**src/design/ata_pkg.sv**
```systemverilog
package ata_pkg;

    // Fixed field widths of the result item
    localparam int ANGLE_W = 16;
    localparam int LANES   = 2;
    localparam int LANE_ROLL  = 0;
    localparam int LANE_PITCH = 1;

    // Angle accumulator: 2^-32 rad units, covers +/- (sum of the table) with margin
    localparam int TAB_FRAC = 32;
    localparam int TAB_W    = 32;
    localparam int TAB_LEN  = 28;
    localparam int ACC_W    = 35;

    // pi/2 in 2^-32 rad units (twice the rounded pi/4 entry)
    localparam logic [63:0] HALF_PI_2P32 = 64'd6746518852;

    // atan(2^-i) * 2^32, rounded to nearest
    localparam logic [TAB_W-1:0] ATAN_TAB [TAB_LEN] = '{
        32'd3373259426, 32'd1991351318, 32'd1052175346, 32'd534100635,
        32'd268086748,  32'd134174063,  32'd67103403,   32'd33553749,
        32'd16777131,   32'd8388597,    32'd4194303,    32'd2097152,
        32'd1048576,    32'd524288,     32'd262144,     32'd131072,
        32'd65536,      32'd32768,      32'd16384,      32'd8192,
        32'd4096,       32'd2048,       32'd1024,       32'd512,
        32'd256,        32'd128,        32'd64,         32'd32
    };

    // Per-angle control carried along the cell row
    typedef struct packed {
        logic bypass;   // result forced, rotation ignored
        logic lim;      // forced to +/- pi/2 (else forced to zero)
        logic neg;      // sign of the forced pi/2
        logic undef;    // numerator and denominator both zero
    } t_lane_ctl;

    typedef t_lane_ctl [LANES-1:0] t_tilt_ctl;

endpackage

```
**src/design/ata_prep.sv**
```systemverilog
module ata_prep
    import ata_pkg::*;
#(
    parameter int SW = 16,
    parameter int F  = 16,
    parameter int W  = 35
) (
    input  logic                i_clk,
    input  logic                i_rst_n,
    input  logic                i_adv,
    input  logic                i_valid,
    input  logic signed [SW-1:0] i_x,
    input  logic signed [SW-1:0] i_y,
    input  logic signed [SW-1:0] i_z,
    output logic                o_valid,
    output t_tilt_ctl           o_ctl,
    output logic signed [W-1:0] o_x [LANES],
    output logic signed [W-1:0] o_y [LANES]
);

    logic                r_valid;
    t_tilt_ctl           r_ctl;
    t_tilt_ctl           n_ctl;
    logic signed [W-1:0] r_x [LANES];
    logic signed [W-1:0] r_y [LANES];
    logic signed [W-1:0] n_x [LANES];
    logic signed [W-1:0] n_y [LANES];

    always_comb begin
        logic signed [SW:0] num;
        logic signed [SW:0] den;
        logic signed [SW:0] nn;
        logic signed [SW:0] dd;
        for (int k = 0; k < LANES; k++) begin
            num = (k == LANE_ROLL) ? {i_x[SW-1], i_x} : {i_y[SW-1], i_y};
            den = {i_z[SW-1], i_z};
            // fold the sign of z into the numerator so the denominator is >= 0
            nn = den[SW] ? -num : num;
            dd = den[SW] ? -den : den;
            n_ctl[k].bypass = (nn == '0) || (dd == '0);
            n_ctl[k].lim    = (nn != '0) && (dd == '0);
            n_ctl[k].neg    = nn[SW];
            n_ctl[k].undef  = (nn == '0) && (dd == '0);
            n_x[k] = W'(dd) <<< F;
            n_y[k] = W'(nn) <<< F;
        end
    end

    always_ff @(posedge i_clk) begin
        if (!i_rst_n) begin
            r_valid <= 1'b0;
        end else if (i_adv) begin
            r_valid <= i_valid;
        end
    end

    always_ff @(posedge i_clk) begin
        if (i_adv) begin
            r_ctl <= n_ctl;
            r_x   <= n_x;
            r_y   <= n_y;
        end
    end

    assign o_valid = r_valid;
    assign o_ctl   = r_ctl;
    assign o_x     = r_x;
    assign o_y     = r_y;

endmodule

```
**config.mk**
```make
export PLATFORM = sky130hd
export DESIGN_NAME = ata_prep
export DESIGN_NICKNAME = d
export VERILOG_FILES = /design/src/design/ata_pkg.sv /design/src/design/ata_prep.sv
export SDC_FILE = /design/constraint.sdc
export NUM_CORES = 1
export LEC_CHECK = 0
export ABC_AREA = 1
export BUFFER_PORTS_ARGS = -buffer_cell sky130_fd_sc_hd__buf_2
export CAP_MARGIN = 20
export CORE_UTILIZATION = 30
export DETAILED_ROUTE_END_ITERATION = 7
export GPL_TIMING_DRIVEN = 0
export HOLD_SLACK_MARGIN = 0.06
export SLEW_MARGIN = 20
export SYNTH_ARGS = -nofsm -noshare
export SYNTH_HDL_FRONTEND = slang
export SYNTH_SLANG_ARGS = --single-unit
```
**constraint.sdc**
```tcl
create_clock -name i_clk -period 2 [get_ports i_clk]
set_clock_uncertainty 0.15 [all_clocks]
set_input_delay 0.1 -clock i_clk [delete_from_list [all_inputs] [get_ports i_clk]]
set_output_delay 0.1 -clock i_clk [all_outputs]
set_load 0.02 [all_outputs]
```
==> flow_summary.toml <==
[outcome]
outcome = "finished clean"

[synthesis]
yosysSeqAreaShare_pct = 40.9
syn_inst = 556
synth_warnings = 0
ys_ff_latch = 58
avgSynthCellArea_um2 = 7.62
synth_cell_types = 28
syn-cell-area_um2 = 4240

[global_route]
grt_pass1_vias = 3563
grt_max_degree = 60
grt_pass1_wl_um = 16700
antenna_found_initial = 0
grt_overflow_total = 0
grtUsageTotal_pct = 14.8

[setup_path]
path_class = "in2reg"
arrival_ps = 1830
reg2regPathDepth = 3
worst-r2r-setup-slack_ps = 630
crit_start = "i_y[3]"
critPathLaunchType = "primary input"
rr_startpoint = "o_valid"
crit_required_ps = 1930
r2r_end = "o_valid"
crit_end = "o_ctl[6]"
crit_fanout = 4
endpoint_kind = "flop"

[pwr]
p_leak_nw = 3.34
power_density_nw_per_um2 = 677
peakVddDrop_v = 0.000372

[finish]
n_antenna_cell = 0
final_common_cell = "nand2_1"
final_cell_mix = "153 x nand2_1, 136 x buf_2, 97 x buf_4"
nets = 874
final_layout_size_suffix_gt1_share_pct = 36.8
fin_cells = 1004
area.growth.synth_to_final_pct = 50.6

[route]
detail_route.iter0.violations = 198
dr_total_vias = 4090
drc_errors = 0
wl_um = 10800
ant_nets = 0
routedWlPerCell_um = 10.8
vias_per_cell = 4.07
drt_first_pass_iters = 4

[sta]
worstMarginPinSlew_ps = 727
fin_crit_sh_pct = 94.8
setup-violations-final = 0
period_needed_ps = 1900
whs_ps = 64.0
finalHoldViolations = 0
slew_violations = 0
fmax_mhz = 527
grt_setup_unrepaired = "yes"
slew_headroom_pct = 51.5

[cts]
tritoncts = "done"
cts_made_buffers = 9
htree_levels = 3
cts_root_buf = "clkbuf_16"
clk_latency_ps = 320
cts_sinks = 58
clockBufferDepth = 2
clk_pin_slew_ps = 50

[die]
pin_count = 201
rows = 43
die_y_um = 121
core_area_um2 = 13800
dieArea_um2 = 14600
die_width_um = 121
start_util_pct = 30.6

[placed_design]
dp.cells = 935
portBuffers = 135
dpl.hpwl_um = 8220
place.gp.congestion = 0.820

[min_path]
hp-class = "in2reg"

[run]
max_cap_violations = 0
## logic make-up (layout without fill, tap and decap cells)
| group | Yosys count | count (layout) | share of synthesized area (%) |
|---|---|---|---|
| compound gates | 29 | 29 | 3.87 |
| buf+inv | 167 | 371 | 24.0 |
| xor+xnor | 4 | 4 | 0.827 |
| simple gates | 294 | 294 | 29.5 |
| fa+ha+maj | 3 | 3 | 0.886 |
| flops | 58 | 58 | 40.9 |
| other cells | 1 | 65 | 0.0885 |
## synth_stat cells
master	number	area [um^2]
a21oi_1	4	20.0
a41oi_1	1	8.76
buf_12	1	20.0
buf_2	3	15.0
buf_4	92	691
buf_6	3	33.8
conb_1	1	3.75
dfxtp_1	1	20.0
edfxtp_1	57	1710
ha_1	3	37.5
inv_1	66	248
inv_2	2	7.51
nand2_1	157	589
nand2_2	8	50.1
nand3_1	38	190
nand3_2	3	30.0
nand3b_1	5	37.5
nand4_1	4	25.0
nor2_1	69	259
nor2_2	4	25.0
nor2_4	2	22.5
nor3_1	4	20.0
o211ai_1	3	22.5
o21ai_0	14	70.1
o21ai_1	5	25.0
o21ai_2	2	17.5
xnor2_1	3	26.3
xor2_1	1	8.76
## through the flow
step	total power [mW]	TNS, ps	cell area, um^2	utilization, %	worst slack (ps)
2_1_floorplan	2.27	0	4480	-	419
4_1_cts	4.32	0	6200	44.8	15.9
3_5_place_dp	2.59	-241	5380	38.9	-166
5_1_grt	4.52	-54.9	6380	46.1	-18.4
6_report	4.32	0	6380	46.1	104
3_3_place_gp	2.58	-219	5380	38.9	-163
## cell type report
cell class                      instances  area (um^2)
Buffer                                 99          759
Clock buffer                           11          243
Clock inverter                          5         77.6
Fill cell                            1389         7450
Inverter                               68          255
Multi-Input combinational cell        395         1880
Sequential cell                        58         1730
Tap cell                              180          225
Timing Repair Buffer                  188         1200
## worst min-delay path by stage
stage | cells after the start | slack, ps | from | to
4_1_cts | 3 | 60 | i_y[7] | o_y[23]
6_report | 5 | 60 | i_x[2] | o_y[53]
3_3_place_gp | 1 | 160 | i_z[0] | o_x[51]
2_1_floorplan | 1 | 40 | i_adv | o_valid
5_1_grt | 5 | 100 | i_x[2] | o_y[53]
3_5_place_dp | 1 | 160 | i_z[0] | o_x[51]
## timing repair
item,4_1_cts,5_1_grt
setup buffers,0,3
hold buffers,50,0
hold endpoints to repair,48,0
setup endpoints to repair,0,7
gates resized for setup,0,45
## routing by layer
metal  track usage (%)  part of all wire (%)  vias to the layer above
li1                  -                     -                     2130
met1              17.5                    42                     1801
met2              25.6                    49                      137
met3              3.11                   6.3                       22
met4              6.71                   2.5                        0
met5                 0                     0                        -
## power by group
part | switching [mW] | internal, mW
combinational | 0.707 | 0.471
sequential | 0.0335 | 1.47
clock | 0.523 | 1.12
## critical path, stage by stage
cell and delay [ps]:
dlygate4sd3_1 550, buf_2 170, nor2_4 110, nand2_4 100, o21ai_4 180, inv_1 60
nand2_1 50, nand2_1 60, nor2_1 140, nand2_2 100, nor3_2 150, nor2_1 50
## flip-flops by register name (all words and copies together), names as in the netlist
signal,count
o_valid,1
o_x,17
o_ctl,8
o_y,32
No activity file was read; power rests on OpenSTA's default activity.
