$ cat src/design/ata_pkg.sv
package ata_pkg;

    // Fixed field widths of the result item
    localparam int ANGLE_W = 16;
    localparam int LANES   = 2;
    localparam int LANE_ROLL  = 0;
    localparam int LANE_PITCH = 1;

    // Angle accumulator: 2^-32 rad units, covers +/- (sum of the table) with margin
    localparam int TAB_FRAC = 32;
    localparam int TAB_W    = 32;
    localparam int TAB_LEN  = 28;
    localparam int ACC_W    = 35;

    // pi/2 in 2^-32 rad units (twice the rounded pi/4 entry)
    localparam logic [63:0] HALF_PI_2P32 = 64'd6746518852;

    // atan(2^-i) * 2^32, rounded to nearest
    localparam logic [TAB_W-1:0] ATAN_TAB [TAB_LEN] = '{
        32'd3373259426, 32'd1991351318, 32'd1052175346, 32'd534100635,
        32'd268086748,  32'd134174063,  32'd67103403,   32'd33553749,
        32'd16777131,   32'd8388597,    32'd4194303,    32'd2097152,
        32'd1048576,    32'd524288,     32'd262144,     32'd131072,
        32'd65536,      32'd32768,      32'd16384,      32'd8192,
        32'd4096,       32'd2048,       32'd1024,       32'd512,
        32'd256,        32'd128,        32'd64,         32'd32
    };

    // Per-angle control carried along the cell row
    typedef struct packed {
        logic bypass;   // result forced, rotation ignored
        logic lim;      // forced to +/- pi/2 (else forced to zero)
        logic neg;      // sign of the forced pi/2
        logic undef;    // numerator and denominator both zero
    } t_lane_ctl;

    typedef t_lane_ctl [LANES-1:0] t_tilt_ctl;

endpackage

$ cat src/design/ata_cell.sv
module ata_cell
    import ata_pkg::*;
#(
    parameter int W     = 35,
    parameter int STAGE = 0
) (
    input  logic                    i_clk,
    input  logic                    i_rst_n,
    input  logic                    i_adv,
    input  logic                    i_valid,
    input  t_tilt_ctl               i_ctl,
    input  logic signed [W-1:0]     i_x   [LANES],
    input  logic signed [W-1:0]     i_y   [LANES],
    input  logic signed [ACC_W-1:0] i_acc [LANES],
    output logic                    o_valid,
    output t_tilt_ctl               o_ctl,
    output logic signed [W-1:0]     o_x   [LANES],
    output logic signed [W-1:0]     o_y   [LANES],
    output logic signed [ACC_W-1:0] o_acc [LANES]
);

    localparam logic signed [ACC_W-1:0] ANG =
        $signed({{(ACC_W-TAB_W){1'b0}}, ATAN_TAB[STAGE]});

    logic                    r_valid;
    t_tilt_ctl               r_ctl;
    logic signed [W-1:0]     r_x   [LANES];
    logic signed [W-1:0]     r_y   [LANES];
    logic signed [ACC_W-1:0] r_acc [LANES];
    logic signed [W-1:0]     n_x   [LANES];
    logic signed [W-1:0]     n_y   [LANES];
    logic signed [ACC_W-1:0] n_acc [LANES];

    // One vectoring micro-rotation per lane; residual y >= 0 turns clockwise
    always_comb begin
        logic signed [W-1:0] xs;
        logic signed [W-1:0] ys;
        for (int k = 0; k < LANES; k++) begin
            xs = i_x[k] >>> STAGE;
            ys = i_y[k] >>> STAGE;
            if (!i_y[k][W-1]) begin
                n_x[k]   = i_x[k] + ys;
                n_y[k]   = i_y[k] - xs;
                n_acc[k] = i_acc[k] + ANG;
            end else begin
                n_x[k]   = i_x[k] - ys;
                n_y[k]   = i_y[k] + xs;
                n_acc[k] = i_acc[k] - ANG;
            end
        end
    end

    always_ff @(posedge i_clk) begin
        if (!i_rst_n) begin
            r_valid <= 1'b0;
        end else if (i_adv) begin
            r_valid <= i_valid;
        end
    end

    always_ff @(posedge i_clk) begin
        if (i_adv) begin
            r_ctl <= i_ctl;
            r_x   <= n_x;
            r_y   <= n_y;
            r_acc <= n_acc;
        end
    end

    assign o_valid = r_valid;
    assign o_ctl   = r_ctl;
    assign o_x     = r_x;
    assign o_y     = r_y;
    assign o_acc   = r_acc;

endmodule

$ cat config.mk
export PLATFORM = sky130hd
export DESIGN_NAME = ata_cell
export DESIGN_NICKNAME = d
export VERILOG_FILES = /design/src/design/ata_pkg.sv /design/src/design/ata_cell.sv
export SDC_FILE = /design/constraint.sdc
export NUM_CORES = 1
export LEC_CHECK = 0
export BUFFER_PORTS_ARGS = -buffer_cell sky130_fd_sc_hd__buf_2
export CAP_MARGIN = 20
export CELL_PAD_IN_SITES_DETAIL_PLACEMENT = 1
export CELL_PAD_IN_SITES_GLOBAL_PLACEMENT = 1
export CORE_ASPECT_RATIO = 0.6
export CORE_MARGIN = 3
export CORE_UTILIZATION = 40
export CTS_CLUSTER_SIZE = 20
export DETAILED_ROUTE_END_ITERATION = 12
export GPL_ROUTABILITY_DRIVEN = 0
export HOLD_SLACK_MARGIN = 0.08
export PLACE_DENSITY = 0.76
export SYNTH_ARGS = -nofsm -noshare
export SYNTH_HDL_FRONTEND = slang
export SYNTH_SLANG_ARGS = --single-unit
$ cat constraint.sdc
create_clock -name i_clk -period 4.2 [get_ports i_clk]
set_input_delay 0.21 -clock i_clk [delete_from_list [all_inputs] [get_ports i_clk]]
set_output_delay 0.21 -clock i_clk [all_outputs]
set_load 0.02 [all_outputs]
==> metrics <==
H-tree Lvls=1; max cap viols=0; initial antenna violation count=20; most common cell in the synthesized netlist=a21oi_1; Critical Path Fanout Max=6; Routed WL=85.5 mm; via count=21.7k; Yosys warning total=0; router iterations before antenna repair=8; Root Driver=clkbuf_16; first-pass GRT wire length=128 mm; CTS buffer count=26; crit-path max cell delay=0.52 ns; Peak Freq=0.269 GHz; CTS clock-pin slew for the worst setup and hold paths=0.06 ns; Unique masters post-synth=93; VDD IR max=363 uV; wire per inst=23.5 um; total negative slack=0 ns; cells along the critical path=dlygate4sd3_1 -> buf_2 -> ha_1 -> inv_1 -> fa_1 -> o21bai_2 -> a21oi_2 -> o311a_1 -> o21a_1 -> o41ai_2 -> buf_4 -> o21ba_2 -> a211oi_2 -> o31a_1 -> a31oi_1 -> xor2_1; Iteration-0 DRC Markers=2193; hpwl dp=about 69 mm; Vias per Instance=5.98; Least-Margin Pin Slew=0.997 ns; post-CTS sizing=0; Die Height=186 um; top cells by area, synth=edfxtp_1 (30%), ha_1 (16%), a21oi_1 (7.9%); share of the synthesized area in the top cell type=30.1%; Tcrit/Tclk final=just under 90%; residual DRC count=0; Worst EP required=4.53 ns; leakage=11.6 nW; Syn Area/Cell=8.71 um2; hold_buf cts=24; Primary FF master, synth=edfxtp_1; Power Density=363 nW/um2; IO Count=about 440; Clock Tree Buf Depth=3; Starting Density=40.7%; postcts setup bufs=0; cell taking the most area after synthesis=edfxtp_1; total core area=52900 um2; number of synthesized register bits=~220; Hold Vio Cnt, Final=0; Die ar.=56700 um2; Worst slew margin=33.5%; total track usage=28.5%; clock latency on the worst-skew pair=0.57 ns; final core occ=around half; Worst setup EP type=flip-flop; Post-Synthesis Cells=2470; crit path kind=primary input to flip-flop; Syn Std Cell Area=21500 um2; Port-buffer cells=440; Sink Count=217; Overflow after GRT=0; Commonest cells post-synth=a21oi_1 (340), ha_1 (268), edfxtp_1 (216); Die Wd=305 um; row count=65; status=completed; syn_nets=~3k; Critical Path AT=4.05 ns; largest net degree at the start of global routing=86; Post-synth EDFFs=216; FF-to-FF setup slack=3.05 ns; P&R area growth vs syn=19.5%; Max Slew Vio Count=0; Setup crit start kind=primary input; Post-synth ARST share=0%; Final ANT Viol Nets=0; share of layout cells above drive strength 1=just under 20%; sequential share of the synthesized area=30.2%; # fillers=6349; post-route minimum period=between 3 and 4 ns; final setup fails=0; Fin Clk Skew=0 ns; Slowest-stage cell, CP=dlygate4sd3_1; TritonCTS clock tree=yes; HP Class=primary input to flip-flop; fin nets=3398; vias in the first global route=21.4k; setup repair after global routing missed its margin=no
-- kinds of logic after synthesis --
group	count (synthesis)	synth area share (%)
buffers and inverters	322	5.80
xor gates and xnor gates	194	7.89
AOI/OAI and AO/OA	886	25.9
and+or+nand+nor	540	12.2
adders and majority gates	276	16.3
muxes	35	1.63
DFF	217	30.2
-- power by group --
part	internal, mW	switching [mW]	total, mW
registers	2.87	0.106	2.97
logic	1.28	2.46	3.74
clock network	1.57	1.05	2.62
-- critical path: cells and delay by family --
family	cells	cell delay [ns]
XOR/XNOR	1	0.09
AO/OA/AOI/OAI	9	2.09
buffers and inverters	4	0.94
adder cells (fa/ha/maj)	2	0.71
-- per-stage QoR --
| stage | setup slack, ns | std cells | cell area [um2] | hold slack [ns] | power, mW |
|---|---|---|---|---|---|
| floorplan | 0.596 | 2470 | 21500 | 0.309 | 5.30 |
| global placement | 0.668 | 3551 | 24500 | 0.388 | 6.55 |
| detailed placement | 0.536 | 3551 | 24500 | 0.389 | 6.64 |
| CTS | 0.607 | 3623 | 25700 | 0.0880 | 9.32 |
| global route | 0.411 | 3637 | 25700 | 0.120 | 9.76 |
| finish | 0.476 | 3638 | 25700 | 0.128 | 9.33 |
-- state kept, by name, summed over array words and instances (netlist names) --
signal,cells
o_acc,70
o_x,69
o_y,69
o_ctl,8
o_valid,1
-- path summary, 6_finish.rpt --
kind	cells past startpoint	end	startpoint
worst max-delay path	16	o_x[34]	i_y[0]
worst min-delay path	3	o_acc[32]	i_acc[32]
worst max register to register	3	o_valid	o_valid
worst min register to register	3	o_valid	o_valid
-- metal layers --
metal / global-route usage [%] / wire (um) / up-vias / part of all wire (%)
li1: - / - / 9814 / -
met1: 40.5 / 37800 / 10500 / 44
met2: 42.4 / 35800 / 1187 / 42
met3: 7.20 / 8910 / 188 / 10
met4: 9.22 / 2940 / 8 / 3.4
met5: 0 / 37 / - / 0.043
-- cell usage in the layout, fill, tap and decap left out, types with 34 or more instances in the layout --
cell type / netlist / final
o21ai_0: 148 / 148
xor2_1: 40 / 40
ha_1: 268 / 268
nor2_1: 178 / 178
nor3_1: 49 / 49
xnor2_1: 154 / 154
a21oi_1: 340 / 340
buf_4: 2 / 34
buf_2: 19 / 437
o21bai_1: 72 / 72
nor2b_1: 36 / 36
inv_1: 212 / 211
a21o_1: 86 / 86
edfxtp_1: 216 / 216
mux2i_1: 34 / 34
nand2_1: 101 / 101
-- final cells by class --
cell class,instances,area (um2),area share [%]
clock buffers,29,662,2.57
flip-flops and latches,217,6510,25.3
diodes,15,37.5,0.146
multi-input cells,1931,13800,53.5
inverters,227,853,3.32
clock inverters,19,292,1.13
well taps,703,880,3.42
repair buffers,497,2720,10.6
Note: power is estimated with default switching activity, not from simulation.
