==> src/design/ata_pkg.sv <==
package ata_pkg;

    // Fixed field widths of the result item
    localparam int ANGLE_W = 16;
    localparam int LANES   = 2;
    localparam int LANE_ROLL  = 0;
    localparam int LANE_PITCH = 1;

    // Angle accumulator: 2^-32 rad units, covers +/- (sum of the table) with margin
    localparam int TAB_FRAC = 32;
    localparam int TAB_W    = 32;
    localparam int TAB_LEN  = 28;
    localparam int ACC_W    = 35;

    // pi/2 in 2^-32 rad units (twice the rounded pi/4 entry)
    localparam logic [63:0] HALF_PI_2P32 = 64'd6746518852;

    // atan(2^-i) * 2^32, rounded to nearest
    localparam logic [TAB_W-1:0] ATAN_TAB [TAB_LEN] = '{
        32'd3373259426, 32'd1991351318, 32'd1052175346, 32'd534100635,
        32'd268086748,  32'd134174063,  32'd67103403,   32'd33553749,
        32'd16777131,   32'd8388597,    32'd4194303,    32'd2097152,
        32'd1048576,    32'd524288,     32'd262144,     32'd131072,
        32'd65536,      32'd32768,      32'd16384,      32'd8192,
        32'd4096,       32'd2048,       32'd1024,       32'd512,
        32'd256,        32'd128,        32'd64,         32'd32
    };

    // Per-angle control carried along the cell row
    typedef struct packed {
        logic bypass;   // result forced, rotation ignored
        logic lim;      // forced to +/- pi/2 (else forced to zero)
        logic neg;      // sign of the forced pi/2
        logic undef;    // numerator and denominator both zero
    } t_lane_ctl;

    typedef t_lane_ctl [LANES-1:0] t_tilt_ctl;

endpackage

==> src/design/ata_post.sv <==
module ata_post
    import ata_pkg::*;
#(
    parameter int AFB = 14
) (
    input  logic                    i_clk,
    input  logic                    i_rst_n,
    input  logic                    i_adv,
    input  logic                    i_valid,
    input  t_tilt_ctl               i_ctl,
    input  logic signed [ACC_W-1:0] i_acc [LANES],
    output logic                    o_valid,
    output logic [ANGLE_W-1:0]      o_roll,
    output logic [ANGLE_W-1:0]      o_pitch,
    output logic [LANES-1:0]        o_undef
);

    localparam int SH = TAB_FRAC - AFB;
    localparam logic signed [ACC_W-1:0] RND = ACC_W'(64'd1 << (SH - 1));
    localparam logic signed [ACC_W-1:0] LIM =
        ACC_W'((HALF_PI_2P32 + (64'd1 << (SH - 1))) >> SH);

    logic                     r_valid;
    logic [ANGLE_W-1:0]       r_ang [LANES];
    logic [LANES-1:0]         r_undef;
    logic [ANGLE_W-1:0]       n_ang [LANES];
    logic [LANES-1:0]         n_undef;

    // Round half up to the output grid, clamp to +/- pi/2, apply forced results
    always_comb begin
        logic signed [ACC_W-1:0] rnd;
        logic signed [ACC_W-1:0] ang;
        for (int k = 0; k < LANES; k++) begin
            rnd = (i_acc[k] + RND) >>> SH;
            if (rnd > LIM) begin
                ang = LIM;
            end else if (rnd < -LIM) begin
                ang = -LIM;
            end else begin
                ang = rnd;
            end
            if (i_ctl[k].bypass) begin
                ang = i_ctl[k].lim ? (i_ctl[k].neg ? -LIM : LIM) : '0;
            end
            n_ang[k]   = ang[ANGLE_W-1:0];
            n_undef[k] = i_ctl[k].undef;
        end
    end

    always_ff @(posedge i_clk) begin
        if (!i_rst_n) begin
            r_valid <= 1'b0;
        end else if (i_adv) begin
            r_valid <= i_valid;
        end
    end

    always_ff @(posedge i_clk) begin
        if (i_adv) begin
            r_ang   <= n_ang;
            r_undef <= n_undef;
        end
    end

    assign o_valid = r_valid;
    assign o_roll  = r_ang[LANE_ROLL];
    assign o_pitch = r_ang[LANE_PITCH];
    assign o_undef = r_undef;

endmodule

==> config.mk <==
export PLATFORM = sky130hd
export DESIGN_NAME = ata_post
export DESIGN_NICKNAME = d
export VERILOG_FILES = /design/src/design/ata_pkg.sv /design/src/design/ata_post.sv
export SDC_FILE = /design/constraint.sdc
export NUM_CORES = 1
export LEC_CHECK = 0
export BUFFER_PORTS_ARGS = -buffer_cell sky130_fd_sc_hd__buf_4
export CAP_MARGIN = 10
export CORE_UTILIZATION = 54
export DETAILED_ROUTE_END_ITERATION = 10
export PLACE_DENSITY = 0.88
export SYNTH_ARGS = -nofsm -noshare
export SYNTH_HDL_FRONTEND = slang
export SYNTH_SLANG_ARGS = --single-unit
==> constraint.sdc <==
create_clock -name i_clk -period 7.8 [get_ports i_clk]
set_input_delay 0.39 -clock i_clk [delete_from_list [all_inputs] [get_ports i_clk]]
set_output_delay 0.39 -clock i_clk [all_outputs]
set_load 0.01 [all_outputs]
==> results of run 1 <==
==> registers in the layout (all words and copies together), names as in the netlist <==
name	flops
o_pitch	16
o_valid	1
o_roll	16
o_undef	2
==> cells by family (layout without fill, tap and decap cells) <==
kind of cell	count (synthesis)	in the layout
AND/OR/NAND/NOR	144	144
AO/OA/AOI/OAI	82	82
buffers and inverters	37	103
flip-flops	35	35
XOR/XNOR	33	33
multiplexers	7	7
adder cells (fa/ha/maj)	2	2
==> final cells by class <==
class / count / area share (%)
multi-input cells: 268 / 49.8
flip-flops and latches: 35 / 27.7
repair buffers: 82 / 16.4
well taps: 72 / 2.40
clock buffers: 5 / 1.83
inverters: 13 / 1.30
clock inverters: 3 / 0.533
==> power groups by stage <==
| stage | Sequential, uW | Clock (uW) | Combinational, uW |
|---|---|---|---|
| 2_1_floorplan | 247 | 0 | 72.8 |
| 3_3_place_gp | 238 | 0 | 142 |
| 3_5_place_dp | 238 | 0 | 146 |
| 4_1_cts | 234 | 131 | 146 |
| 5_1_grt | 235 | 139 | 160 |
| 6_report | 234 | 128 | 147 |
==> worst paths after layout <==
path	start	endpoint	slack, ps	depth (start not counted)
max reg2reg	o_valid$_SDFFE_PN0P_	o_valid$_SDFFE_PN0P_	7190	2
min reg2reg	o_valid$_SDFFE_PN0P_	o_valid$_SDFFE_PN0P_	550	2
min	i_ctl[4]	o_undef[1]$_DFFE_PP_	280	1
max	i_acc[54]	o_roll[5]$_DFFE_PP_	4690	9
==> through the flow <==
stage,setup slack (ps),hold WS [ps],area [um^2],utilization (%)
5_1_grt,4490,268,3750,68.2
4_1_cts,4760,275,3750,68.2
2_1_floorplan,5000,489,3090,-
6_report,4690,282,3750,68.2
3_5_place_dp,4470,536,3660,66.6
3_3_place_gp,4540,502,3660,66.6
==> layout by cell type (no fill, tap or decap), types with 4 or more instances in the layout <==
master and n:
nand3_1 16, nor3b_1 4, buf_4 82, o21ai_0 13, o31ai_1 10, nor4_1 8, nor2_1 21, a21o_1 8
a21oi_1 7, o211ai_1 4, clkbuf_8 5, nand2_1 28, nand2b_1 7, and2_1 5, mux2i_1 5, inv_1 13
nand4_1 6, xor2_1 8, xnor2_1 25, and3_1 9, a31oi_1 5, nor3_1 11, o31a_1 4, edfxtp_1 34
==> metal layers <==
metal  up-vias  share of wire [%]
li1       1414                  -
met5         -                  0
met3        14                6.5
met1      1347                 46
met2       121                 46
met4         0                1.7
==> critical path: cells and delay by family <==
kind	cells	cell delay, ps
buf+inv	1	130
simple gates	1	400
compound gates	7	2240
==> impl_metrics.ini, run 1 <==
[status]
status = finished clean

[worst_setup_path]
crit_arrival_ps = 3160
path_class = in2reg
start_kind = input pin
end_kind = flop
crit_required_ps = 7840
critPathSlowestCell = o311ai_2
cp_cell_sequence = buf_4, nand3_1, o32a_1, a221o_1, o31ai_1, a21oi_1, o311ai_2, o21ai_0, a21o_1
worstPathMaxFanout = 12
slowest_delay_ps = 660

[die]
io_pins = 117
die_y_um = 77.7
start_util_pct = 56.2
core-area_um2 = 5510
dieArea_um2 = 6030
rows = 27
die_w_um = 77.7

[finish]
multi_input_area_um2 = 1870
nets = 489
diodes = 0
n_fill_cell = 451
instances_no_fill = 478
drive_gt1_share_pct = 28.3
area_growth_pct = 21.4
layout.area.seq_um2 = 1040

[route]
routedWlPerCell_um = 15.6
drc = 0
ant_nets = 0
dr.pass1.iters = 5
viasPerCell = 6.06
finalWirelength_um = 7460
vias = 2896
drt_iter0_drc = 240

[synthesis]
synth_top_family_by_area = simple AND/OR/NAND/NOR gates
synth_area_per_cell_um2 = 9.10
synth_compound_area_share_pct = 20.1
syn_area_um2 = 3090
ys_seq_area_share_pct = 33.7
synth_common_cells = edfxtp_1 (34), nand2_1 (28), xnor2_1 (25)
synthCells = 340
yosysWarnings = 0
synth_top_cell_by_area = edfxtp_1
synthArstFlopShare_pct = 0
synthSimpleGateAreaFrac_pct = 27.9
synth_xor_area_share_pct = 9.34
synthMuxAreaShare_pct = 2.35
synth_edf_count = 34
synth_most_common_cell = edfxtp_1
synth-main-ff-cell = edfxtp_1
yosysTopAreaCellShare_pct = 33.0
ys_top_cells_by_area = edfxtp_1 (33%), xnor2_1 (7.1%), nand2_1 (3.4%), nand3_1 (2.6%), nor2_1 (2.5%)
ys_seq_elements = 35
synth.distinct_cells = 70
synth-adder-area-share_pct = 0.809
syn_nets = 424

[clocking]
cts_buffers = 5
clock_sinks = 35
clk_latency_ps = 280
cts_root_buf = clkbuf_8
cts_tree = done
ctsHoldBuffers = 0
clockBufferDepth = 2
cts_resized = 0
clk_pin_slew_worst_paths_ps = 70
post_cts_buffers = 0
htree_levels = 2

[grt]
grt_overflow = 0
grt_pass1_wl_um = 12400
grt_busiest_layer = met2
grt.total_usage_pct = 25.4
use_met2_pct = 39.5
grtUsageMet1_pct = 36.0
grt_pass1_vias = 2672
use_met3_pct = 4.00
antenna_found_initial = 0
grt_max_degree = 36

[power_and_ir_drop]
p_seq_share_pct = 45.9
total_power_uw = 510
switchingPower_uw = 153
combPwrFrac_pct = 28.9
irDropWorstVdd_uv = 92.0
swShare_pct = 29.9
pwr_density_cell_nw_per_um2 = 136
p_int_uw = 357
p_clk_share_pct = 25.2
power.leakage_uw = 0.00144

[flow_run]
maxCapViolations = 0

[timing]
rsz0062_at_grt = false
tightestPinTransition_ps = 780
slew_viol_final = 0
max_freq_mhz = 321
setup_violations = 0
hold_viol = 0
finClkSkew_ps = 0
fin_tns_setup_ps = 0
post-route-period-util_pct = 39.9
relSlewSlack_pct = 47.9
period_minus_slack_ps = 3110

[placement]
dp_cells = 470
gp_congestion = 0.934
dpl.hpwl_um = 5780
portBuffers = 82

[hold_path]
min_path_type = in2reg
Power figures use the tool's default switching activity.
==> inputs of run 2 (changes only) <==
--- a/config.mk
+++ b/config.mk
@@ -7,9 +7,9 @@
 export LEC_CHECK = 0
 export BUFFER_PORTS_ARGS = -buffer_cell sky130_fd_sc_hd__buf_4
 export CAP_MARGIN = 10
-export CORE_UTILIZATION = 54
+export CORE_UTILIZATION = 50
 export DETAILED_ROUTE_END_ITERATION = 10
-export PLACE_DENSITY = 0.88
+export PLACE_DENSITY = 0.82
 export SYNTH_ARGS = -nofsm -noshare
 export SYNTH_HDL_FRONTEND = slang
 export SYNTH_SLANG_ARGS = --single-unit
==> constraint.sdc (replaced) <==
create_clock -name i_clk -period 3.2 [get_ports i_clk]
set_input_delay 0.16 -clock i_clk [delete_from_list [all_inputs] [get_ports i_clk]]
set_output_delay 0.16 -clock i_clk [all_outputs]
set_load 0.01 [all_outputs]
==> impl_metrics.ini, run 2 (synthesized netlist as in run 1, its figures left out) <==
[route]
dr.pass1.iters = 5
routedWlPerCell_um = 15.9
ant_nets = 0
drt_iter0_drc = 249
drc = 0
vias = 2928
finalWirelength_um = 7720
viasPerCell = 6.02

[timing]
fin_ws_ps = 582
post-route-period-util_pct = 81.8
slew_viol_final = 0
fin_tns_setup_ps = 0
hold_viol = 0
finClkSkew_ps = 0
period_minus_slack_ps = 2620
tightestPinTransition_ps = 580
relSlewSlack_pct = 61.0
rsz0062_at_grt = false
setup_violations = 0
max_freq_mhz = 382

[finish]
drive_gt1_share_pct = 29.2
layout_commonest_cell = buf_4
nets = 494
final_cell_area_um2 = 3820
instances_no_fill = 486
area_growth_pct = 23.5
layout_common_cells = buf_4 (87), edfxtp_1 (34), nand2_1 (28)
diodes = 0

[worst_setup_path]
crit_path_end = o_pitch[10]$_DFFE_PP_
crit_required_ps = 3230
r2r_slack_ps = 2610
start_kind = input pin
rr_worst_depth = 2
crit_start = i_acc[17]
path_class = in2reg
crit_arrival_ps = 2650
reg2reg_to = o_valid$_SDFFE_PN0P_
end_kind = flop
reg2reg_from = o_valid$_SDFFE_PN0P_
worstPathMaxFanout = 8

[placement]
dpl.hpwl_um = 5740
dp_cells = 478
gp_congestion = 0.892
place_area_um2 = 3710
pre_cts_ws_ps = 341
portBuffers = 82

[clocking]
clk_pin_slew_worst_paths_ps = 70
ctsHoldBuffers = 0
clockBufferDepth = 2
cts_tree = done
htree_levels = 2
clock_sinks = 35
cts_resized = 0
clk_latency_ps = 290
post_cts_buffers = 0
cts_root_buf = clkbuf_8
cts_buffers = 5

[die]
dieArea_um2 = 6500
core-area_um2 = 5960
io_pins = 117
start_util_pct = 51.9
die_w_um = 80.7
rows = 28
die_y_um = 80.7

[grt]
grt_overflow = 0
grt_max_degree = 36
grt_pass1_vias = 2568
antenna_found_initial = 0
grt_pass1_wl_um = 12100
grt.total_usage_pct = 24.3

[power_and_ir_drop]
irDropWorstVdd_uv = 220
power.leakage_uw = 0.00149
switchingPower_uw = 385
p_int_uw = 955
combPwrFrac_pct = 27.4
p_seq_share_pct = 42.4
pwr_density_cell_nw_per_um2 = 351
p_clk_share_pct = 30.2
swShare_pct = 28.7

[hold_path]
min_path_type = in2reg

[status]
status = finished clean

[flow_run]
maxCapViolations = 0
## run 2: area by class of cell
type / count / area, um^2
tap: 75 / 93.8
sequential: 35 / 1040
fill: 534 / 2140
timing repair buffer: 87 / 653
clock inverter: 3 / 43.8
multi-input combinational: 268 / 1870
clock buffer: 5 / 68.8
inverter: 13 / 48.8
## run 2: routing by layer
metal,GRT usage (%),share of wire [%],vias to the layer above
li1,-,-,1423
met4,7.68,2.5,0
met1,32.8,45,1354
met2,38.8,45,130
met5,0,0,-
met3,4.55,7.5,21
## run 2: power by group through the flow
stage / logic, uW / registers [uW] / clock network, uW
2_1_floorplan: 177 / 601 / 0
3_3_place_gp: 353 / 578 / 0
3_5_place_dp: 362 / 579 / 0
4_1_cts: 364 / 569 / 411
5_1_grt: 399 / 573 / 427
6_report: 367 / 568 / 404
## run 2: worst min path at each step
stage	from	endpoint	slack (ps)	depth (start not counted)
final	i_ctl[0]	o_undef[0]$_DFFE_PP_	50	1
after detailed placement	i_ctl[0]	o_undef[0]$_DFFE_PP_	340	1
after global routing	i_ctl[0]	o_undef[0]$_DFFE_PP_	40	1
after global placement	i_ctl[0]	o_undef[0]$_DFFE_PP_	340	1
after floorplan	i_ctl[0]	o_undef[0]$_DFFE_PP_	260	0
after CTS	i_ctl[0]	o_undef[0]$_DFFE_PP_	40	1
## run 2: metrics by stage
step	hold slack [ps]	total power, uW	util [%]
global route	42.1	1400	64.1
CTS	44.8	1340	64.1
floorplan	259	779	-
finish	51.7	1340	64.1
global placement	343	931	62.2
detailed placement	344	941	62.2
## run 2: critical path: stages
cell      delay, ps
buf_4           110
ha_1            260
nand2_1         200
or3_4           400
nor3_1          220
a31oi_1         130
a311oi_1        480
or2_1           320
nor2_1           90
o31a_1          270
==> inputs of run 3 (changes only) <==
--- a/config.mk
+++ b/config.mk
@@ -5,6 +5,7 @@
 export SDC_FILE = /design/constraint.sdc
 export NUM_CORES = 1
 export LEC_CHECK = 0
+export ABC_AREA = 1
 export BUFFER_PORTS_ARGS = -buffer_cell sky130_fd_sc_hd__buf_4
 export CAP_MARGIN = 10
 export CORE_UTILIZATION = 50
==> constraint.sdc (replaced) <==
create_clock -name i_clk -period 2.6 [get_ports i_clk]
set_input_delay 0.13 -clock i_clk [delete_from_list [all_inputs] [get_ports i_clk]]
set_output_delay 0.13 -clock i_clk [all_outputs]
set_load 0.01 [all_outputs]
==> impl_metrics.ini, run 3 <==
[finish]
n_fill_cell = 555
nets = 655
final_cell_area_um2 = 3830
layout_common_cells = nand2_1 (202), buf_4 (82), inv_1 (64)
diodes = 0
postLayoutCoreUtil_pct = 64.2
instances_no_fill = 647
drive_gt1_share_pct = 20.5
layout_commonest_cell = nand2_1
area_growth_pct = 23.7

[power_and_ir_drop]
irDropWorstVdd_uv = 300
power.leakage_uw = 0.00202
pwr_density_cell_nw_per_um2 = 396

[synthesis]
synth_common_cells = nand2_1 (202), inv_1 (64), nor2_1 (61)
synth_edf_count = 34
syn_nets = 572
synth_most_common_cell = nand2_1
synthArstFlopShare_pct = 0
ys_seq_elements = 35
ys_seq_area_share_pct = 33.7
synth-main-ff-cell = edfxtp_1
ys_top_cells_by_area = edfxtp_1 (33%), nand2_1 (25%), inv_1 (7.8%), nor2_1 (7.4%), nand3_1 (7.1%)
syn_area_um2 = 3090
yosysWarnings = 0
yosysTopAreaCellShare_pct = 33.0
synth_area_per_cell_um2 = 6.34
synth_top_cell_by_area = edfxtp_1
synth.distinct_cells = 27
synthCells = 488

[timing]
post-route-period-util_pct = 71.8
tightestPinTransition_ps = 420
relSlewSlack_pct = 72.0
finClkSkew_ps = 0
fin_tns_setup_ps = 0
period_minus_slack_ps = 1870
hold_viol = 0
rsz0062_at_grt = false
slew_viol_final = 0
setup_violations = 0
max_freq_mhz = 536

[clocking]
post_cts_buffers = 0
clk_latency_ps = 270
clockBufferDepth = 2
cts_root_buf = clkbuf_8
cts_tree = done
cts_resized = 0
htree_levels = 2
ctsHoldBuffers = 0
cts_buffers = 5
clk_pin_slew_worst_paths_ps = 60
clock_sinks = 35

[worst_setup_path]
slowest_delay_ps = 230
path_class = in2reg
rr_worst_depth = 2
critPathSlowestCell = ha_1
crit_required_ps = 2610
critPathMostFrequentCell = nand2_1
start_kind = input pin
reg2reg_to = o_valid$_SDFFE_PN0P_
crit_arrival_ps = 1880
cp_cell_sequence = buf_4, ha_1, nand2_1, nor2_4, nand3_2, clkinv_1, nand3b_1, nand2_2, inv_1, nor3_1, nand2_1, nand2_2, nand2_1, nand3_1, nand2_1
worstPathMaxFanout = 13
r2r_slack_ps = 1960
reg2reg_from = o_valid$_SDFFE_PN0P_
crit_path_end = o_roll[6]$_DFFE_PP_
end_kind = flop
crit_start = i_acc[53]

[die]
core-area_um2 = 5960
start_util_pct = 51.9
die_w_um = 80.7
io_pins = 117
dieArea_um2 = 6500
die_y_um = 80.7
rows = 28

[grt]
grt_pass1_wl_um = 11700
antenna_found_initial = 0
grt_pass1_vias = 2794
grt.total_usage_pct = 22.7
grt_max_degree = 37
grt_overflow = 0

[route]
ant_nets = 0
routedWlPerCell_um = 10.8
finalWirelength_um = 6960
vias = 3207
drc = 0
dr.pass1.iters = 5
viasPerCell = 4.96
drt_iter0_drc = 166

[flow_run]
maxCapViolations = 0

[placement]
portBuffers = 82
dp_cells = 639
place_area_um2 = 3730
dpl.hpwl_um = 5780
gp_congestion = 0.878

[status]
status = finished clean

[hold_path]
min_path_type = in2reg
-- run 3: cell types whose count changed after synthesis, sizes merged, moves of 8 or more --
cell    before  now
nand2       30  211
nor2        23   75
inv         13   64
nand3       17   48
xnor2       25    1
nand4        8   21
nor3        14    2
nor4        11    0
o31ai       11    0
buf         15    5
and3         9    0
a21o         8    0
clkbuf       9    1
-- run 3: final cells by class --
cell class	instances	area (um^2)	area share, %
Inverter	65	244	6.38
Tap cell	75	93.8	2.45
Multi-Input combinational cell	382	1740	45.5
Sequential cell	35	1040	27.2
Clock inverter	1	5.00	0.131
Clock buffer	7	86.3	2.26
Timing Repair Buffer	82	616	16.1
-- run 3: worst max-delay path: cells and delay by family --
family / cells / cell delay (ps)
and+or+nand+nor: 11 / 1280
adders and majority gates: 1 / 230
buffers and inverters: 3 / 240
-- run 3: kinds of logic (layout without fill, tap and decap cells) --
group	count (synthesis)	in the layout	share of synthesized area, %
fa+ha+maj	2	2	0.809
compound gates	10	10	1.74
simple gates	366	366	52.6
buf+inv	71	155	10.1
flops	35	35	33.7
xor+xnor	4	4	1.13
-- run 3: worst min-delay path by stage --
stage	startpoint	end	cells after the start
after floorplan	i_adv	o_valid$_SDFFE_PN0P_	1
after global placement	i_ctl[4]	o_undef[1]$_DFFE_PP_	1
after detailed placement	i_ctl[4]	o_undef[1]$_DFFE_PP_	1
after CTS	i_ctl[4]	o_undef[1]$_DFFE_PP_	1
after global routing	i_ctl[4]	o_undef[1]$_DFFE_PP_	1
final	i_ctl[4]	o_undef[1]$_DFFE_PP_	1
-- run 3: where the power goes --
part           switching, uW  internal [uW]  total (uW)
combinational            253            180         433
sequential              15.0            681         696
clock                    172            213         385
-- run 3: metrics by stage --
stage,hold WS [ps],total power [uW],worst slack [ps]
after floorplan,223,945,812
after global placement,309,1120,551
after detailed placement,314,1140,478
after CTS,28.6,1520,746
after global routing,30.2,1600,453
final,35.9,1520,734
-- run 3: layer usage --
metal	track usage [%]	up-vias	wire, um
met3	1.59	5	418
li1	-	1720	-
met2	37.5	102	3080
met5	0	-	0
met1	31.1	1380	3410
met4	7.86	0	52
